## config.mk

```make
export PLATFORM = sky130hd
export DESIGN_NAME = skit_cell
export DESIGN_NICKNAME = d
export VERILOG_FILES = /design/src/skit_pkg.sv /design/src/skit_cell.sv
export SDC_FILE = /design/constraint.sdc
export NUM_CORES = 1
export LEC_CHECK = 0
export BUFFER_PORTS_ARGS = -buffer_cell sky130_fd_sc_hd__buf_4
export CORE_ASPECT_RATIO = 1.5
export CORE_MARGIN = 2
export CORE_UTILIZATION = 28
export CTS_BUF_LIST = sky130_fd_sc_hd__clkbuf_8
export DETAILED_ROUTE_END_ITERATION = 7
export PLACE_DENSITY_LB_ADDON = 0.15
export SYNTH_ARGS = -nofsm -noshare
export SYNTH_HDL_FRONTEND = slang
export SYNTH_SLANG_ARGS = --single-unit
```

## constraint.sdc

```tcl
create_clock -name clock -period 6.1 [get_ports clock]
set_input_delay 1.83 -clock clock [delete_from_list [all_inputs] [get_ports clock]]
set_output_delay 1.83 -clock clock [all_outputs]
set_load 0.01 [all_outputs]
```

## src/skit_pkg.sv

```systemverilog
package skit_pkg;

   // fixed field widths
   localparam int KEY_W    = 64;
   localparam int REC_W    = 8;
   localparam int ACTION_W = 2;
   localparam int REQ_W    = 72;
   localparam int RSP_W    = 16;

   // default table size
   localparam int CAPACITY_DEF = 128;

   // action codes
   localparam logic [ACTION_W-1:0] ACT_CLEAR  = 2'd0;
   localparam logic [ACTION_W-1:0] ACT_APPEND = 2'd1;
   localparam logic [ACTION_W-1:0] ACT_LOOKUP = 2'd2;

   // sequencer states
   typedef enum logic [2:0] {
      ST_IDLE,
      ST_COMPARE,
      ST_INSERT,
      ST_SEARCH,
      ST_SHIFT,
      ST_FINISH
   } skit_state_type;

   // strobes from the sequencer to every cell
   typedef struct packed {
      logic compare;
      logic insert;
      logic scan_load;
      logic scan_shift;
   } skit_cell_ctl_type;

endpackage

```

## src/skit_cell.sv

```systemverilog
module skit_cell #(
   parameter int CAPACITY = skit_pkg::CAPACITY_DEF,
   parameter int INDEX    = 0
) (
   input  logic                              clock,
   input  skit_pkg::skit_cell_ctl_type       ctl,
   input  logic [skit_pkg::KEY_W-1:0]        search_key,
   input  logic [skit_pkg::REC_W-1:0]        new_rec,
   input  logic [$clog2(CAPACITY+1)-1:0]     count,
   input  logic [skit_pkg::KEY_W-1:0]        prev_key,
   input  logic [skit_pkg::REC_W-1:0]        prev_rec,
   input  logic                              prev_gt,
   input  logic [skit_pkg::REC_W-1:0]        next_scan,
   output logic [skit_pkg::KEY_W-1:0]        key_out,
   output logic [skit_pkg::REC_W-1:0]        rec_out,
   output logic                              gt,
   output logic                              eq,
   output logic [skit_pkg::REC_W-1:0]        scan
);
   import skit_pkg::*;

   localparam int CW = $clog2(CAPACITY+1);

   logic [KEY_W-1:0] key_ff, key_in;
   logic [REC_W-1:0] rec_ff, rec_in;
   logic             gt_ff, gt_in;
   logic             eq_ff, eq_in;
   logic [REC_W-1:0] scan_ff, scan_in;
   logic             valid;
   logic             at_end;

   // this cell holds an entry when its place is below the fill count
   assign valid  = CW'(INDEX) < count;
   assign at_end = CW'(INDEX) == count;

   // compare against the search key, all cells at once
   always_comb begin
      gt_in = gt_ff;
      eq_in = eq_ff;
      if (ctl.compare) begin
         gt_in = valid && (key_ff > search_key);
         eq_in = valid && (key_ff == search_key);
      end
   end

   // insertion: larger entries move up one place, the new key lands in the gap
   always_comb begin
      key_in = key_ff;
      rec_in = rec_ff;
      if (ctl.insert) begin
         if (prev_gt) begin
            key_in = prev_key;
            rec_in = prev_rec;
         end else if (gt_ff || at_end) begin
            key_in = search_key;
            rec_in = new_rec;
         end
      end
   end

   // readout line moves record numbers down toward cell zero
   always_comb begin
      scan_in = scan_ff;
      if (ctl.scan_load) begin
         scan_in = rec_ff;
      end else if (ctl.scan_shift) begin
         scan_in = next_scan;
      end
   end

   always_ff @(posedge clock) begin
      key_ff  <= key_in;
      rec_ff  <= rec_in;
      gt_ff   <= gt_in;
      eq_ff   <= eq_in;
      scan_ff <= scan_in;
   end

   assign key_out = key_ff;
   assign rec_out = rec_ff;
   assign gt      = gt_ff;
   assign eq      = eq_ff;
   assign scan    = scan_ff;

endmodule

```

==> results of run 1 <==
==> cells in the mapped netlist <==
library cell,n
ha_1,64
o31a_1,2
nor2b_1,1
buf_1,2
nor3_1,3
nor4_4,1
nand2_1,71
o21ai_0,69
or4_1,2
and2_1,1
nor4_1,2
inv_1,64
clkbuf_1,13
nor2_1,6
a221o_1,1
nor3_2,1
o31ai_2,1
a22oi_1,1
nand3_1,9
buf_2,1
o211ai_1,1
a211oi_1,5
or2_2,1
a21oi_2,1
a21boi_0,1
nand4_1,16
mux2_2,17
a21o_1,8
edfxtp_1,82
a21oi_1,24
o21bai_1,2
==> how the worst max path moves through the flow <==
| stage | startpoint | end | slack [ps] | cells past startpoint |
|---|---|---|---|---|
| final | count[3] | key_out[44] | 2380 | 5 |
| after global routing | count[3] | key_out[36] | 2260 | 5 |
| after CTS | count[3] | key_out[36] | 2350 | 5 |
| after detailed placement | count[3] | key_out[38] | 1950 | 5 |
| after global placement | count[3] | key_out[38] | 2000 | 5 |
| after floorplan | count[3] | key_out[0] | 1320 | 3 |
==> area by class of cell <==
cell class / count / area, um^2 / area share
clock buffers: 9 / 124 / 0.0171
clock inverters: 7 / 82.6 / 0.0114
inverters: 64 / 240 / 0.0332
multi-input cells: 311 / 2170 / 0.300
flip-flops and latches: 82 / 2460 / 0.341
well taps: 213 / 267 / 0.0369
repair buffers: 249 / 1880 / 0.260
==> metal layers <==
layer	GRT usage	up-vias	share of wire
met2	0.277	162	0.52
met4	0.0530	0	0.023
met5	0	-	0
li1	-	2182	-
met1	0.166	2062	0.38
met3	0.0433	19	0.072
==> state kept, by name, indices dropped and copies added (netlist names) <==
signal and count:
eq 1, gt 1, key_out 64, rec_out 8, scan 8
==> cell families (layout without fill, tap and decap cells) <==
group	after synthesis	in the layout	share of synthesized area
adders and majority gates	64	64	0.162
muxes	17	17	0.0388
DFF	82	82	0.499
AOI/OAI and AO/OA	116	116	0.132
and+or+nand+nor	114	114	0.107
buffers and inverters	80	329	0.0611
==> power by group through the flow <==
stage               Clock, mW  Sequential, mW  Combinational [mW]
finish                  0.427           0.697               0.341
global route            0.462           0.703               0.380
CTS                     0.441           0.698               0.348
detailed placement          0           0.711               0.347
global placement            0           0.710               0.341
floorplan                   0           0.727               0.135
==> worst max-delay path, delay by kind of cell <==
kind,cells,cell delay [ps]
buffers and inverters,2,440
and+or+nand+nor,2,730
AOI/OAI and AO/OA,1,720
==> placed cells by master, fill, tap and decap left out, drive strengths merged <==
cell,Yosys,layout
nor3,4,4
bufinv,0,1
clkinvlp,0,2
a221o,1,1
clkbuf,13,9
a21o,8,8
buf,3,249
nand4,16,16
nor2b,1,1
o31a,2,2
a22oi,1,1
o21ai,69,69
o31ai,1,1
inv,64,67
a21oi,25,25
edfxtp,82,82
nor2,6,6
or2,1,1
o21bai,2,2
nand3,9,9
nor4,3,3
ha,64,64
mux2,17,17
and2,1,1
or4,2,2
o211ai,1,1
a21boi,1,1
clkinv,0,1
nand2,71,71
a211oi,5,5
==> results.cfg, run 1 <==
[run_status]
status = finished clean

[timing]
relSlewSlack = 0.440
finalCriticalPeriod_ps = 3720
setup_ws_ps = 2380
min_period_over_period = 0.609
rsz0062_at_grt = no
report.final.hold_viol_count = 0
worst_slew_pin_slew_ps = 840
setup_viol = 0
finalSetupTns_ps = 0
fmax_ghz = 0.269
holdWs_ps = 588
skew_ps = 13.4
maxSlewViolCount = 0

[layout]
drive_gt1_frac = 0.399
instances_no_fill = 935
final_util = 0.418
syn_to_final_growth_pct = 46.5
design_area_um2 = 7230
nNetsFinal = 947
diodes = 0
fillers = 1743

[setup_path]
crit_type = in2reg
crit_chain = buf_4 > or4_1 > nor2_1 > o31a_2 > buf_12
r2r-end = gt
start_kind = primary input
crit_required_ps = 6140
worstPathMaxFanout = 42
crit_arrival_ps = 3760
worstReg2RegStart = key_out[31]
critPathSlowestCell = o31a_2
crit_path_max_incr_delay_ps = 720
worstSetupEndpointType = register
rr_worst_depth = 7
r2r_setup_slack_ps = 3900

[clocking]
clock_path_buffers = 2
cts_tree = yes
postCtsSetupBuffers = 0
cts_sinks = 82
clk_pin_slew_ps = 110
htree_levels = 3
ctsResizeCount = 0
cts-root-buf = clkbuf_8
holdBufCountCts = 0
clk_latency_ps = 360
cts_inserted_buffers = 9

[floorplanning]
start_util = 0.286
boundaryPins = 248
die_x_um = 112
dieHeight_um = 167
core-area_um2 = 17300
die-area_um2 = 18700
fp-row-count = 59

[power_and_ir_drop]
power_density_nw_per_um2 = 203
p_clk_frac = 0.292
p_total_mw = 1.47
p_leak_nw = 3.43
p_sw_mw = 0.415
swShare = 0.283
p_int_mw = 1.05
combPwrFrac = 0.233
peakVddDrop_mv = 0.118
seqPwrFrac = 0.476

[place]
preCtsSetupSlack_ps = 1950
place_congestion = 0.786
port_buffers = 247
placed_cell_area_um2 = 7020
dp_cells = 919
hpwl_mm = 11.9

[routing]
wl_per_cell_um = 15.7
drc = 0
firstDrtPassIters = 4
vias = 4425
totalWireLength_mm = 14.7
vias_per_cell = 4.73
ant_nets = 0
drt-initial-drc-count = 123

[yosys]
yosysSeqAreaShare = 0.499
synthesis.nets = 703
synth.largest_area_cell = edfxtp_1
synth_seq_cells = 82
postSynthAreaPerCell_um2 = 10.4
netlist.area_leader.share = 0.499
synth_cell_types = 31
syn_inst = 473
synth_area_leaders = edfxtp_1, ha_1, o21ai_0, nand2_1, inv_1
syn_area_um2 = 4930
ys_warn_count = 0

[worst_hold_path]
hp-start = rec_out[0]
hold_class = reg2reg
worstHoldPathCells = 1
whs_endpoint = scan[0]

[global_routing]
grt_use_total = 0.152
grt_overflow = 0
antenna_found_initial = 0
grt_max_degree = 93
first_global_vias = 4508
grt_pass1_wl_mm = 22.5

[run]
maxCapViolCount = 0
(Power assumes the default switching activity.)
==> inputs of run 2 (changes only) <==
==> constraint.sdc (replaced) <==
create_clock -name clock -period 3.15 [get_ports clock]
set_input_delay 0.945 -clock clock [delete_from_list [all_inputs] [get_ports clock]]
set_output_delay 0.945 -clock clock [all_outputs]
set_load 0.01 [all_outputs]
==> run 2 against run 1 <==
  * Design area grew 0.90%
  * Final cell count grew 0.53%
  * Worst hold slack gained 12 ps
  * Clock-buffer cell count is the same
  * Sequential share of layout area shrank 0.30 points
  * Clock skew grew 3.9 ps
  * Die area is the same
==> results.cfg, run 2 (synthesized netlist as in run 1, its figures left out) <==
[timing]
finalSetupTns_ps = 0
setup_viol = 0
worst_slew_pin_slew_ps = 487
relSlewSlack = 0.675
fmax_ghz = 0.385
report.final.hold_viol_count = 0
min_period_over_period = 0.825
finalCriticalPeriod_ps = 2600
setup_ws_ps = 550
skew_ps = 17.3
rsz0062_at_grt = no
maxSlewViolCount = 0

[clocking]
clock_path_buffers = 2
cts_sinks = 82
ctsResizeCount = 0
holdBufCountCts = 0
clk_pin_slew_ps = 100
cts-root-buf = clkbuf_8
clk_latency_ps = 360
postCtsSetupBuffers = 0
cts_inserted_buffers = 9
cts_tree = yes
htree_levels = 3

[layout]
final_util = 0.422
largest_register_ffs = 64
drive_gt1_frac = 0.402
syn_to_final_growth_pct = 47.8
final_common_cell = buf_4
final_cell_mix = buf_4, edfxtp_1, nand2_1, o21ai_0
nNetsFinal = 951

[worst_hold_path]
hold_class = reg2reg
hp-start = rec_out[4]
whs_endpoint = scan[4]
worstHoldPathCells = 1

[power_and_ir_drop]
seqPwrFrac = 0.473
p_total_mw = 2.85
combPwrFrac = 0.236
p_int_mw = 2.05
swShare = 0.284
p_clk_frac = 0.292
peakVddDrop_mv = 0.256
power_density_nw_per_um2 = 391
p_sw_mw = 0.810
p_leak_nw = 3.46

[setup_path]
worstReg2RegStart = key_out[46]
crit_arrival_ps = 2700
crit_type = in2reg
start_kind = primary input
worstSetupEndpointType = register
crit_required_ps = 3250
rr_worst_depth = 7
r2r_setup_slack_ps = 850
worstPathMaxFanout = 3
r2r-end = gt

[place]
port_buffers = 247
hpwl_mm = 12.0
place_congestion = 0.837
preCtsSetupSlack_ps = 116

[global_routing]
grt_use_total = 0.156
grt_max_degree = 87
grt_pass1_wl_mm = 23.2
grt_overflow = 0
antenna_found_initial = 1
first_global_vias = 4688

[floorplanning]
die-area_um2 = 18700
core-area_um2 = 17300
boundaryPins = 248
die_x_um = 112
start_util = 0.286
fp-row-count = 59
dieHeight_um = 167

[routing]
vias_per_cell = 4.72
drc = 0
ant_nets = 0
drt-initial-drc-count = 134
vias = 4439
firstDrtPassIters = 4
totalWireLength_mm = 14.9
wl_per_cell_um = 15.9

[run_status]
status = finished clean

[run]
maxCapViolCount = 0
==> run 2: cell count changes in the layout (fill, tap and decap cells not counted) <==
cell	change
diode_2	+1
buf_12	+2
clkinv_4	-1
o31a_4	+1
inv_6	+1
o31a_2	-1
buf_4	+2
==> run 2: stage by stage <==
stage | std cells | hold WS [ps] | instance area, um^2
6_report | 940 | 600 | 7290
5_1_grt | 939 | 619 | 7290
4_1_cts | 939 | 603 | 7290
3_5_place_dp | 923 | 578 | 7080
3_3_place_gp | 923 | 573 | 7080
2_1_floorplan | 473 | 626 | 4930
==> run 2: how the worst max path moves through the flow <==
stage,startpoint,endpoint,cells after the start
3_3_place_gp,search_key[15],gt,10
2_1_floorplan,count[3],key_out[0],3
6_report,search_key[46],gt,9
3_5_place_dp,search_key[15],gt,10
5_1_grt,search_key[46],gt,9
4_1_cts,search_key[15],gt,10
==> run 2: layout make-up <==
| type | instances | area, um^2 |
|---|---|---|
| Multi-Input combinational cell | 311 | 2180 |
| Inverter | 64 | 240 |
| Sequential cell | 82 | 2460 |
| Tap cell | 213 | 267 |
| Clock buffer | 9 | 124 |
| Antenna cell | 1 | 2.50 |
| Clock inverter | 7 | 82.6 |
| Fill cell | 1698 | 9980 |
| Timing Repair Buffer | 253 | 1940 |
==> run 2: worst max-delay path: stages <==
cell and delay, ps:
buf_4 80, inv_1 40, ha_1 330, nand4_1 190
nor3_2 130, a221o_1 350, o31ai_2 250, o211ai_1 140
o31a_1 260
==> run 2: power groups by stage <==
stage                     combinational (mW)  sequential [mW]  clock (mW)
after floorplan                        0.263             1.41           0
after global placement                 0.672             1.37           0
after detailed placement               0.684             1.38           0
after CTS                              0.687             1.35       0.871
after global routing                   0.749             1.36       0.915
final                                  0.672             1.35       0.832
==> run 2: routing by layer <==
| layer | up-vias | track usage | part of all wire |
|---|---|---|---|
| li1 | 2197 | - | - |
| met1 | 2062 | 0.170 | 0.38 |
| met2 | 160 | 0.289 | 0.54 |
| met3 | 20 | 0.0393 | 0.064 |
| met4 | 0 | 0.0578 | 0.023 |
| met5 | - | 0 | 0 |
