[src/skit_pkg.sv]
package skit_pkg;

   // fixed field widths
   localparam int KEY_W    = 64;
   localparam int REC_W    = 8;
   localparam int ACTION_W = 2;
   localparam int REQ_W    = 72;
   localparam int RSP_W    = 16;

   // default table size
   localparam int CAPACITY_DEF = 128;

   // action codes
   localparam logic [ACTION_W-1:0] ACT_CLEAR  = 2'd0;
   localparam logic [ACTION_W-1:0] ACT_APPEND = 2'd1;
   localparam logic [ACTION_W-1:0] ACT_LOOKUP = 2'd2;

   // sequencer states
   typedef enum logic [2:0] {
      ST_IDLE,
      ST_COMPARE,
      ST_INSERT,
      ST_SEARCH,
      ST_SHIFT,
      ST_FINISH
   } skit_state_type;

   // strobes from the sequencer to every cell
   typedef struct packed {
      logic compare;
      logic insert;
      logic scan_load;
      logic scan_shift;
   } skit_cell_ctl_type;

endpackage

[src/skit_ctrl.sv]
module skit_ctrl #(
   parameter int CAPACITY = skit_pkg::CAPACITY_DEF
) (
   input  logic                              clock,
   input  logic                              reset,
   input  logic                              req_valid,
   output logic                              req_ready,
   input  logic [skit_pkg::ACTION_W-1:0]     req_action,
   input  logic [skit_pkg::KEY_W-1:0]        req_key,
   output logic                              rsp_valid,
   input  logic                              rsp_ready,
   output logic                              rsp_found,
   output logic [skit_pkg::REC_W-1:0]        rsp_rec,
   output logic                              rsp_full,
   output skit_pkg::skit_cell_ctl_type       cell_ctl,
   output logic [skit_pkg::KEY_W-1:0]        search_key,
   output logic [skit_pkg::REC_W-1:0]        new_rec,
   output logic [$clog2(CAPACITY+1)-1:0]     count,
   input  logic [CAPACITY-1:0]               gt_vec,
   input  logic [CAPACITY-1:0]               eq_vec,
   input  logic [skit_pkg::REC_W-1:0]        scan_rec
);
   import skit_pkg::*;

   localparam int CW = $clog2(CAPACITY+1);
   localparam int AW = $clog2(CAPACITY);

   skit_state_type      state_ff, state_in;
   logic [ACTION_W-1:0] action_ff, action_in;
   logic [KEY_W-1:0]    key_ff, key_in;
   logic [CW-1:0]       count_ff, count_in;
   logic [CW-1:0]       low_ff, low_in;
   logic [CW-1:0]       hp_ff, hp_in;
   logic [AW-1:0]       shift_ff, shift_in;
   logic                res_found_ff, res_found_in;
   logic [REC_W-1:0]    res_rec_ff, res_rec_in;
   logic                res_full_ff, res_full_in;
   logic                out_valid_ff, out_valid_in;
   logic                out_found_ff, out_found_in;
   logic [REC_W-1:0]    out_rec_ff, out_rec_in;
   logic                out_full_ff, out_full_in;

   logic                full;
   logic [CW:0]         mid_sum;
   logic [AW-1:0]       mid;
   logic                span_empty;
   logic                out_free;
   logic [CW:0]         rec_wide;

   assign full       = count_ff == CW'(CAPACITY);
   // search window is [low, hp-1]; midpoint rounds down
   assign mid_sum    = {1'b0, low_ff} + {1'b0, hp_ff} - (CW+1)'(1);
   assign mid        = AW'(mid_sum >> 1);
   assign span_empty = low_ff >= hp_ff;
   assign out_free   = !out_valid_ff || rsp_ready;
   assign rec_wide   = {1'b0, count_ff} + (CW+1)'(1);

   // next state
   always_comb begin
      state_in = state_ff;
      case (state_ff)
         ST_IDLE: begin
            if (req_valid) begin
               case (req_action)
                  ACT_APPEND: state_in = full ? ST_FINISH : ST_COMPARE;
                  ACT_LOOKUP: state_in = ST_COMPARE;
                  default:    state_in = ST_FINISH;
               endcase
            end
         end
         ST_COMPARE: state_in = (action_ff == ACT_APPEND) ? ST_INSERT : ST_SEARCH;
         ST_INSERT:  state_in = ST_FINISH;
         ST_SEARCH: begin
            if (span_empty) begin
               state_in = ST_FINISH;
            end else if (eq_vec[mid]) begin
               state_in = ST_SHIFT;
            end
         end
         ST_SHIFT: begin
            if (shift_ff == '0) begin
               state_in = ST_FINISH;
            end
         end
         ST_FINISH: begin
            if (out_free) begin
               state_in = ST_IDLE;
            end
         end
         default: state_in = ST_IDLE;
      endcase
   end

   // outputs and datapath
   always_comb begin
      req_ready    = 1'b0;
      cell_ctl     = '0;
      action_in    = action_ff;
      key_in       = key_ff;
      count_in     = count_ff;
      low_in       = low_ff;
      hp_in        = hp_ff;
      shift_in     = shift_ff;
      res_found_in = res_found_ff;
      res_rec_in   = res_rec_ff;
      res_full_in  = res_full_ff;
      out_valid_in = out_valid_ff && !rsp_ready;
      out_found_in = out_found_ff;
      out_rec_in   = out_rec_ff;
      out_full_in  = out_full_ff;
      case (state_ff)
         ST_IDLE: begin
            req_ready = 1'b1;
            if (req_valid) begin
               action_in    = req_action;
               key_in       = req_key;
               res_found_in = 1'b0;
               res_rec_in   = '0;
               res_full_in  = 1'b0;
               low_in       = '0;
               hp_in        = count_ff;
               if (req_action == ACT_CLEAR) begin
                  count_in = '0;
               end
               if (req_action == ACT_APPEND && full) begin
                  res_full_in = 1'b1;
               end
            end
         end
         ST_COMPARE: begin
            cell_ctl.compare   = 1'b1;
            cell_ctl.scan_load = 1'b1;
         end
         ST_INSERT: begin
            cell_ctl.insert = 1'b1;
            count_in        = count_ff + CW'(1);
            res_found_in    = 1'b1;
            res_rec_in      = REC_W'(rec_wide);
         end
         ST_SEARCH: begin
            if (!span_empty) begin
               if (eq_vec[mid]) begin
                  shift_in = mid;
               end else if (gt_vec[mid]) begin
                  hp_in = CW'(mid);
               end else begin
                  low_in = CW'(mid) + CW'(1);
               end
            end
         end
         ST_SHIFT: begin
            if (shift_ff == '0) begin
               res_found_in = 1'b1;
               res_rec_in   = scan_rec;
            end else begin
               cell_ctl.scan_shift = 1'b1;
               shift_in            = shift_ff - AW'(1);
            end
         end
         ST_FINISH: begin
            if (out_free) begin
               out_valid_in = 1'b1;
               out_found_in = res_found_ff;
               out_rec_in   = res_rec_ff;
               out_full_in  = res_full_ff;
            end
         end
         default: begin
         end
      endcase
   end

   always_ff @(posedge clock) begin
      if (reset) begin
         state_ff     <= ST_IDLE;
         count_ff     <= '0;
         out_valid_ff <= 1'b0;
      end else begin
         state_ff     <= state_in;
         count_ff     <= count_in;
         out_valid_ff <= out_valid_in;
      end
      action_ff    <= action_in;
      key_ff       <= key_in;
      low_ff       <= low_in;
      hp_ff        <= hp_in;
      shift_ff     <= shift_in;
      res_found_ff <= res_found_in;
      res_rec_ff   <= res_rec_in;
      res_full_ff  <= res_full_in;
      out_found_ff <= out_found_in;
      out_rec_ff   <= out_rec_in;
      out_full_ff  <= out_full_in;
   end

   assign rsp_valid  = out_valid_ff;
   assign rsp_found  = out_found_ff;
   assign rsp_rec    = out_rec_ff;
   assign rsp_full   = out_full_ff;
   assign search_key = key_ff;
   assign new_rec    = res_rec_in;
   assign count      = count_ff;

endmodule

[config.mk]
export PLATFORM = sky130hd
export DESIGN_NAME = skit_ctrl
export DESIGN_NICKNAME = d
export VERILOG_FILES = /design/src/skit_pkg.sv /design/src/skit_ctrl.sv
export SDC_FILE = /design/constraint.sdc
export NUM_CORES = 1
export LEC_CHECK = 0
export BUFFER_PORTS_ARGS = -buffer_cell sky130_fd_sc_hd__buf_2
export CORE_AREA = 5 5 162 164
export CTS_CLUSTER_DIAMETER = 40
export DETAILED_ROUTE_END_ITERATION = 8
export DIE_AREA = 0 0 167 169
export MAX_ROUTING_LAYER = met4
export PLACE_DENSITY = 0.57
export SYNTH_ARGS = -nofsm -noshare
export SYNTH_HDL_FRONTEND = slang
export SYNTH_SLANG_ARGS = --single-unit
[constraint.sdc]
create_clock -name clock -period 6.8 [get_ports clock]
set_clock_uncertainty 0.05 [all_clocks]
set_input_delay 1.36 -clock clock [delete_from_list [all_inputs] [get_ports clock]]
set_output_delay 1.36 -clock clock [all_outputs]
set_load 0.005 [all_outputs]
==> results.sh, run 1 <==
export IMPL_status="finished, final reports clean"
export IMPL_cp_required_ps=6780
export IMPL_ys_flop_type="edfxtp_1"
export IMPL_dp_slack_ps=1380
export IMPL_worst_ep_arrival_time_ps=5370
export IMPL_syn_instance_count=530
export IMPL_synth_seq_cells=121
export IMPL_final_antenna_net_count=0
export IMPL_slew_headroom_pct=34.2
export IMPL_p_comb_share_pct=68.9
export IMPL_hold_viol_final=0
export IMPL_cts_resized=0
export IMPL_yosysUniqueCellTypes=60
export IMPL_drv_cap=0
export IMPL_start_kind="flop"
export IMPL_layout_commonest_cell="buf_2"
export IMPL_clock_sinks=121
export IMPL_rsz0062_at_grt="false"
export IMPL_dieWidth_um=167
export IMPL_intPower_w=0.00383
export IMPL_maxSlewViolCount=0
export IMPL_max_freq_ghz=0.186
export IMPL_avgSynthCellArea_um2=13.7
export IMPL_timing_final_crit_share_pct=79.1
export IMPL_ys_seq_area_share_pct=47.3
export IMPL_synth_fp_nets=890
export IMPL_row_count=58
export IMPL_p_per_area_nw_per_um2=631
export IMPL_async_reset_ff_share_pct=0
export IMPL_switching_power_w=0.00272
export IMPL_period_needed_ps=5380
export IMPL_cp_max_fo=38
export IMPL_port_buffers=429
export IMPL_layout_drive_gt1_share_pct=57.9
export IMPL_path_class="flop to flop"
export IMPL_hpwl_mm=21.8
export IMPL_drc=0
export IMPL_vias_per_cell=4.82
export IMPL_fillCellCount=2388
export IMPL_cts_hold_repair_buffers=0
export IMPL_cts_max_level=4
export IMPL_setup_violations=0
export IMPL_nets=1316
export IMPL_grt_first_pass_wirelength_mm=38.1
export IMPL_fin_ws_ps=1420
export IMPL_clockBufferDepth=2
export IMPL_holdCritPathClass="flop to flop"
export IMPL_synth_edff_count=101
export IMPL_max_slew_worst_pin_slew_ps=986
export IMPL_cts_clk_slew_worst_paths_ps=60
export IMPL_dr_pass1_iters=4
export IMPL_ys_warn_count=0
export IMPL_clockPowerShare_pct=13.6
export IMPL_layout_common_cells="buf_2 (429), edfxtp_1 (101), mux4_2 (68)"
export IMPL_cts_root_buf="clkbuf_16"
export IMPL_vias=6287
export IMPL_ir_worst_vdd_mv=0.426
export IMPL_area_growth_pct=43.1
export IMPL_grt_max_degree=68
export IMPL_finalSetupTns_ps=0
export IMPL_wire_per_inst_um=19.8
export IMPL_die_y_um=169
export IMPL_routed_wl_mm=25.9
export IMPL_endpoint_kind="flop"
export IMPL_syn_area_um2=7260
export IMPL_io_pins=430
export IMPL_grt_antenna_before_repair=6
export IMPL_core_um2=24700
export IMPL_insertion_delay_ps=410
export IMPL_overflow=0
export IMPL_grt_pass1_vias=6740
export IMPL_dieArea_um2=28200
export IMPL_track_usage_pct=18.1
export IMPL_pwr_share_seq_pct=17.5
export IMPL_cts_made_buffers=17
export IMPL_first_iter_violations=291
export IMPL_postCtsSetupBuffers=0
export IMPL_p_sw_share_pct=41.6
export IMPL_routabilityCongestion=0.849
export IMPL_start_util_pct=29.3
export IMPL_leakagePower_nw=4.59
export IMPL_cts_tree="done"
per-stage QoR:
stage	total power (W)	hold slack (ps)	utilization [%]	cell area (µm²)	cells
after floorplan	0.00461	350	-	7260	530
after global placement	0.00572	359	39.5	9780	1267
after detailed placement	0.00577	373	39.5	9780	1267
after CTS	0.00669	384	41.9	10400	1299
after global routing	0.00704	395	42.0	10400	1304
final	0.00655	382	42.0	10400	1304
cells in the mapped netlist, types with 2 or more instances:
cell type	number	share of area (%)
a2111o_1	2	0.31
a21o_1	5	0.52
a21oi_1	21	1.4
a221o_1	7	0.97
a221oi_1	2	0.24
a22o_1	2	0.24
a22oi_1	2	0.21
and2_1	3	0.26
and3_1	7	0.60
buf_2	13	0.90
buf_4	3	0.31
clkbuf_1	14	0.72
dfxtp_1	20	5.5
edfxtp_1	101	42
ha_1	25	4.3
inv_1	40	2.1
mux2_2	7	1.1
mux2i_1	7	0.97
mux4_1	3	1.1
mux4_2	68	21
nand2_1	23	1.2
nand2b_1	5	0.43
nand3_1	11	0.76
nand3b_1	2	0.21
nand4_1	4	0.34
nor2_1	43	2.2
nor2b_1	3	0.26
nor3_1	6	0.41
nor4_1	4	0.34
o211ai_1	3	0.31
o21ai_0	17	1.2
o21ai_1	3	0.21
o22ai_1	4	0.34
o32ai_1	2	0.24
xnor2_1	12	1.4
xor2_1	11	1.3
xor2_2	2	0.45
power by group through the flow:
stage               logic, W  clock network [W]  registers, W
finish               0.00452           0.000890       0.00115
CTS                  0.00462           0.000917       0.00115
global placement     0.00456                  0       0.00116
detailed placement   0.00461                  0       0.00116
global route         0.00493           0.000949       0.00116
floorplan            0.00346                  0       0.00115
sequential cells by signal, summed over array words and instances (netlist names):
register and cells:
action_ff 2, count 8, hp_ff 8, low_ff 8
res_found_ff 1, res_full_ff 1, res_rec_ff 8, rsp_found 1
rsp_full 1, rsp_rec 8, rsp_valid 1, search_key 64
shift_ff 7, state_ff 3
area by class of cell:
class                   count  area [µm²]  share of cell area, %
diodes                      5        12.5                  0.120
clock buffers              19         475                   4.58
clock inverters            13         120                   1.16
inverters                  40         150                   1.45
multi-input cells         338        3560                   34.2
flip-flops and latches    121        3430                   33.0
well taps                 330         413                   3.97
repair buffers            438        2230                   21.4
layer usage:
layer | part of all wire (%) | up-vias | track usage (%)
li1 | - | 2948 | -
met1 | 36 | 2975 | 18.6
met2 | 54 | 330 | 32.7
met3 | 8.1 | 34 | 4.90
met4 | 2.4 | 0 | 7.33
met5 | 0 | - | -
path summary, 6_finish.rpt:
check                          start                endpoint  slack, ps  cells past startpoint
max          low_ff[1]$_SDFFCE_PN0P_  hp_ff[7]$_SDFFCE_PP0P_       1420                     14
min            res_full_ff$_DFFE_PP_      rsp_full$_DFFE_PP_        380                      0
max reg2reg  low_ff[1]$_SDFFCE_PN0P_  hp_ff[7]$_SDFFCE_PP0P_       1420                     14
min reg2reg    res_full_ff$_DFFE_PP_      rsp_full$_DFFE_PP_        380                      0
worst max-delay path, stage by stage (launching register included):
cell      delay (ps)
edfxtp_1         360
inv_1             50
ha_1             290
inv_1             50
ha_1             230
fa_4            1340
buf_4            360
mux4_2           520
o21ai_0           90
a21oi_1           90
o32ai_1          370
o22ai_1          190
mux2i_4          250
nand3_4          150
o21ai_1          580
logic make-up (layout without fill, tap and decap cells):
family,count (synthesis),in the layout,share of synthesized area [%]
flops,121,121,47.3
simple gates,115,115,7.55
compound gates,86,86,8.64
mux,86,86,24.5
buf+inv,71,510,4.15
fa+ha+maj,26,26,4.59
xor+xnor,25,25,3.22
other cells,0,5,0
(Power assumes the default switching activity.)
==> inputs of run 2 (changes only) <==
ABC_AREA = 1   (was default)
CORE_AREA = 5 5 166 168   (was 5 5 162 164)
DIE_AREA = 0 0 171 173   (was 0 0 167 169)
PLACE_DENSITY = 0.6   (was 0.57)
clock period = 4.4 ns   (was 6.8 ns; I/O delays follow)
==> run 2 against run 1 <==
Flip-flop and latch count unchanged. Synthesized cell count rose by 110%. First-iteration DRC count is 63% higher. Die area is 4.8% higher. Final cell count grew 41%. Worst setup slack lost 950 ps. Sequential share of layout area decreased by 1.8 points. Non-clock buffer count rose by 3. Via count is 37% higher.
==> results.sh, run 2 <==
export IMPL_layout_common_cells="buf_2 (429), nand2_1 (360), nor2_1 (166)"
export IMPL_fillCellCount=2683
export IMPL_hold_depth=0
export IMPL_cts_hold_repair_buffers=0
export IMPL_row_count=59
export IMPL_nets=1851
export IMPL_core_um2=25800
export IMPL_ys_warn_count=0
export IMPL_vias_per_cell=4.68
export IMPL_cts_resized=0
export IMPL_start_kind="flop"
export IMPL_status="finished, final reports clean"
export IMPL_yosysTopAreaCell="edfxtp_1"
export IMPL_dr_pass1_iters=5
export IMPL_hold_start="res_found_ff$_DFFE_PP_"
export IMPL_period_needed_ps=3930
export IMPL_ys_seq_area_share_pct=43.0
export IMPL_seq_area_um2=3430
export IMPL_worst_ep_arrival_time_ps=4000
export IMPL_cp_required_ps=4470
export IMPL_syn_instance_count=1088
export IMPL_synth_edff_count=101
export IMPL_critical_path_top_delay_family="buffers and inverters"
export IMPL_timing_final_crit_share_pct=89.4
export IMPL_r2r_cells=20
export IMPL_final_antenna_net_count=0
export IMPL_async_reset_ff_share_pct=0
export IMPL_setup_violations=0
export IMPL_cts_tree="done"
export IMPL_cts_root_buf="clkbuf_16"
export IMPL_track_usage_pct=19.0
export IMPL_clockBufferDepth=2
export IMPL_synth_top_area_share_pct=38.0
export IMPL_clock_sinks=121
export IMPL_largest_reg_flops=64
export IMPL_hold_viol_final=0
export IMPL_synthTopCellsByCount="nand2_1 (360), nor2_1 (167), o21ai_0 (127)"
export IMPL_max_stage_delay_ps=500
export IMPL_cp_common_cell="nand2_1"
export IMPL_grt_first_pass_wirelength_mm=43.9
export IMPL_overflow=0
export IMPL_slew_headroom_pct=30.5
export IMPL_first_iter_violations=473
export IMPL_max_slew_worst_pin_slew_ps=1040
export IMPL_routed_wl_mm=28.6
export IMPL_yosysUniqueCellTypes=40
export IMPL_drv_cap=0
export IMPL_reg2reg_setup_slack_ps=470
export IMPL_avgSynthCellArea_um2=7.33
export IMPL_path_class="flop to flop"
export IMPL_area_growth_pct=37.6
export IMPL_postCtsSetupBuffers=0
export IMPL_syn_area_um2=7980
export IMPL_reg2reg_from="low_ff[1]$_SDFFCE_PN0P_"
export IMPL_routabilityCongestion=0.928
export IMPL_drc=0
export IMPL_yosysMostFrequentCell="nand2_1"
export IMPL_cts_max_level=4
export IMPL_cts_clk_slew_worst_paths_ps=60
export IMPL_synth_seq_cells=121
export IMPL_hpwl_mm=22.6
export IMPL_grt_max_degree=135
export IMPL_die_y_um=173
export IMPL_cts_made_buffers=17
export IMPL_crit_chain="inv_1, ha_1, inv_1, ha_4, fa_2, inv_2, buf_4, o21ai_0, o21ai_1, nand2_1, nand2_1, nand2_1, nand2_1, nand2_1, nand2_1, nand2_1, nand3_2, nand2_2, o31ai_1, buf_4"
export IMPL_ys_flop_type="edfxtp_1"
export IMPL_maxSlewViolCount=0
export IMPL_dieWidth_um=171
export IMPL_synthTopCellsByArea="edfxtp_1 (38%), nand2_1 (17%), o21ai_0 (8.0%)"
export IMPL_dieArea_um2=29600
export IMPL_insertion_delay_ps=410
export IMPL_endpoint_kind="flop"
export IMPL_holdCritPathClass="flop to flop"
export IMPL_grt_pass1_vias=8537
export IMPL_synth_fp_nets=1448
export IMPL_rsz0062_at_grt="false"
export IMPL_grt_antenna_before_repair=1
export IMPL_wire_per_inst_um=15.6
export IMPL_layout_drive_gt1_share_pct=33.0
export IMPL_io_pins=430
export IMPL_max_freq_ghz=0.254
export IMPL_finalSetupTns_ps=0
export IMPL_vias=8616
export IMPL_cpMaxStageDelayCell="fa_2"
export IMPL_cp_max_fo=42
export IMPL_crit_buf_inv=5
export IMPL_layout_commonest_cell="buf_2"
export IMPL_whs_endpoint="rsp_found$_DFFE_PP_"
export IMPL_start_util_pct=31.0
export IMPL_port_buffers=429
export IMPL_reg2reg_to="shift_ff[4]$_DFFE_PP_"
export IMPL_multi_input_area_um2=3860
-- run 2: cell count changes after synthesis, sizes merged, moves of 8 or more --
cell and delta:
a21oi +10, inv +50, nor3 +8, xor2 -9, o22ai +23, mux2i -8, mux4 -71, nor2 +124
buf +23, nand2 +341, o21ai +120
-- run 2: kinds of logic (layout without fill, tap and decap cells) --
kind of cell / Yosys count / after routing / share of synthesized area, %
and+or+nand+nor: 573 / 573 / 28.2
AOI/OAI and AO/OA: 211 / 211 / 14.2
buffers and inverters: 147 / 563 / 8.82
DFF: 121 / 121 / 43.0
adders and majority gates: 26 / 26 / 4.17
xor gates and xnor gates: 10 / 10 / 1.57
other: 0 / 1 / 0
-- run 2: worst max-delay path by stage --
stage                                       start                 endpoint  slack, ps  depth (start not counted)
after detailed placement  low_ff[1]$_SDFFCE_PN0P_    shift_ff[1]$_DFFE_PP_        440                         20
final                     low_ff[1]$_SDFFCE_PN0P_    shift_ff[4]$_DFFE_PP_        470                         20
after global placement    low_ff[1]$_SDFFCE_PN0P_  low_ff[2]$_SDFFCE_PN0P_        500                         22
after floorplan                         req_valid       hp_ff[0]$_DFFE_PP_        780                          4
after global routing      low_ff[1]$_SDFFCE_PN0P_    shift_ff[4]$_DFFE_PP_        100                         20
after CTS                 low_ff[1]$_SDFFCE_PN0P_    shift_ff[1]$_DFFE_PP_        420                         20
-- run 2: layout make-up --
type,instances,share of cell area (%)
multi-input combinational,820,35.2
antenna,1,0.0228
inverter,90,3.12
tap,335,3.82
timing repair buffer,441,20.7
clock buffer,19,4.33
sequential,121,31.3
clock inverter,13,1.52
-- run 2: metal layers --
| layer | part of all wire, % | GRT usage (%) |
|---|---|---|
| met1 | 39 | 22.0 |
| met2 | 52 | 34.1 |
| met3 | 6.7 | 2.99 |
| met4 | 1.7 | 4.99 |
| met5 | 0 | - |
-- run 2: metrics by stage --
step           hold WS (ps)  util (%)  instances  setup slack [ps]  area, µm²
2_1_floorplan           350         -       1088               784       7980
6_report                370      42.6       1840               468      11000
5_1_grt                 375      42.6       1840               100      11000
4_1_cts                 372      42.6       1839               421      11000
3_5_place_dp            358      40.1       1807               440      10300
3_3_place_gp            358      40.1       1807               498      10300
Power of run 2 is not shown: default switching activity piles up to over one toggle a cycle in this logic, so the estimate is an artifact.
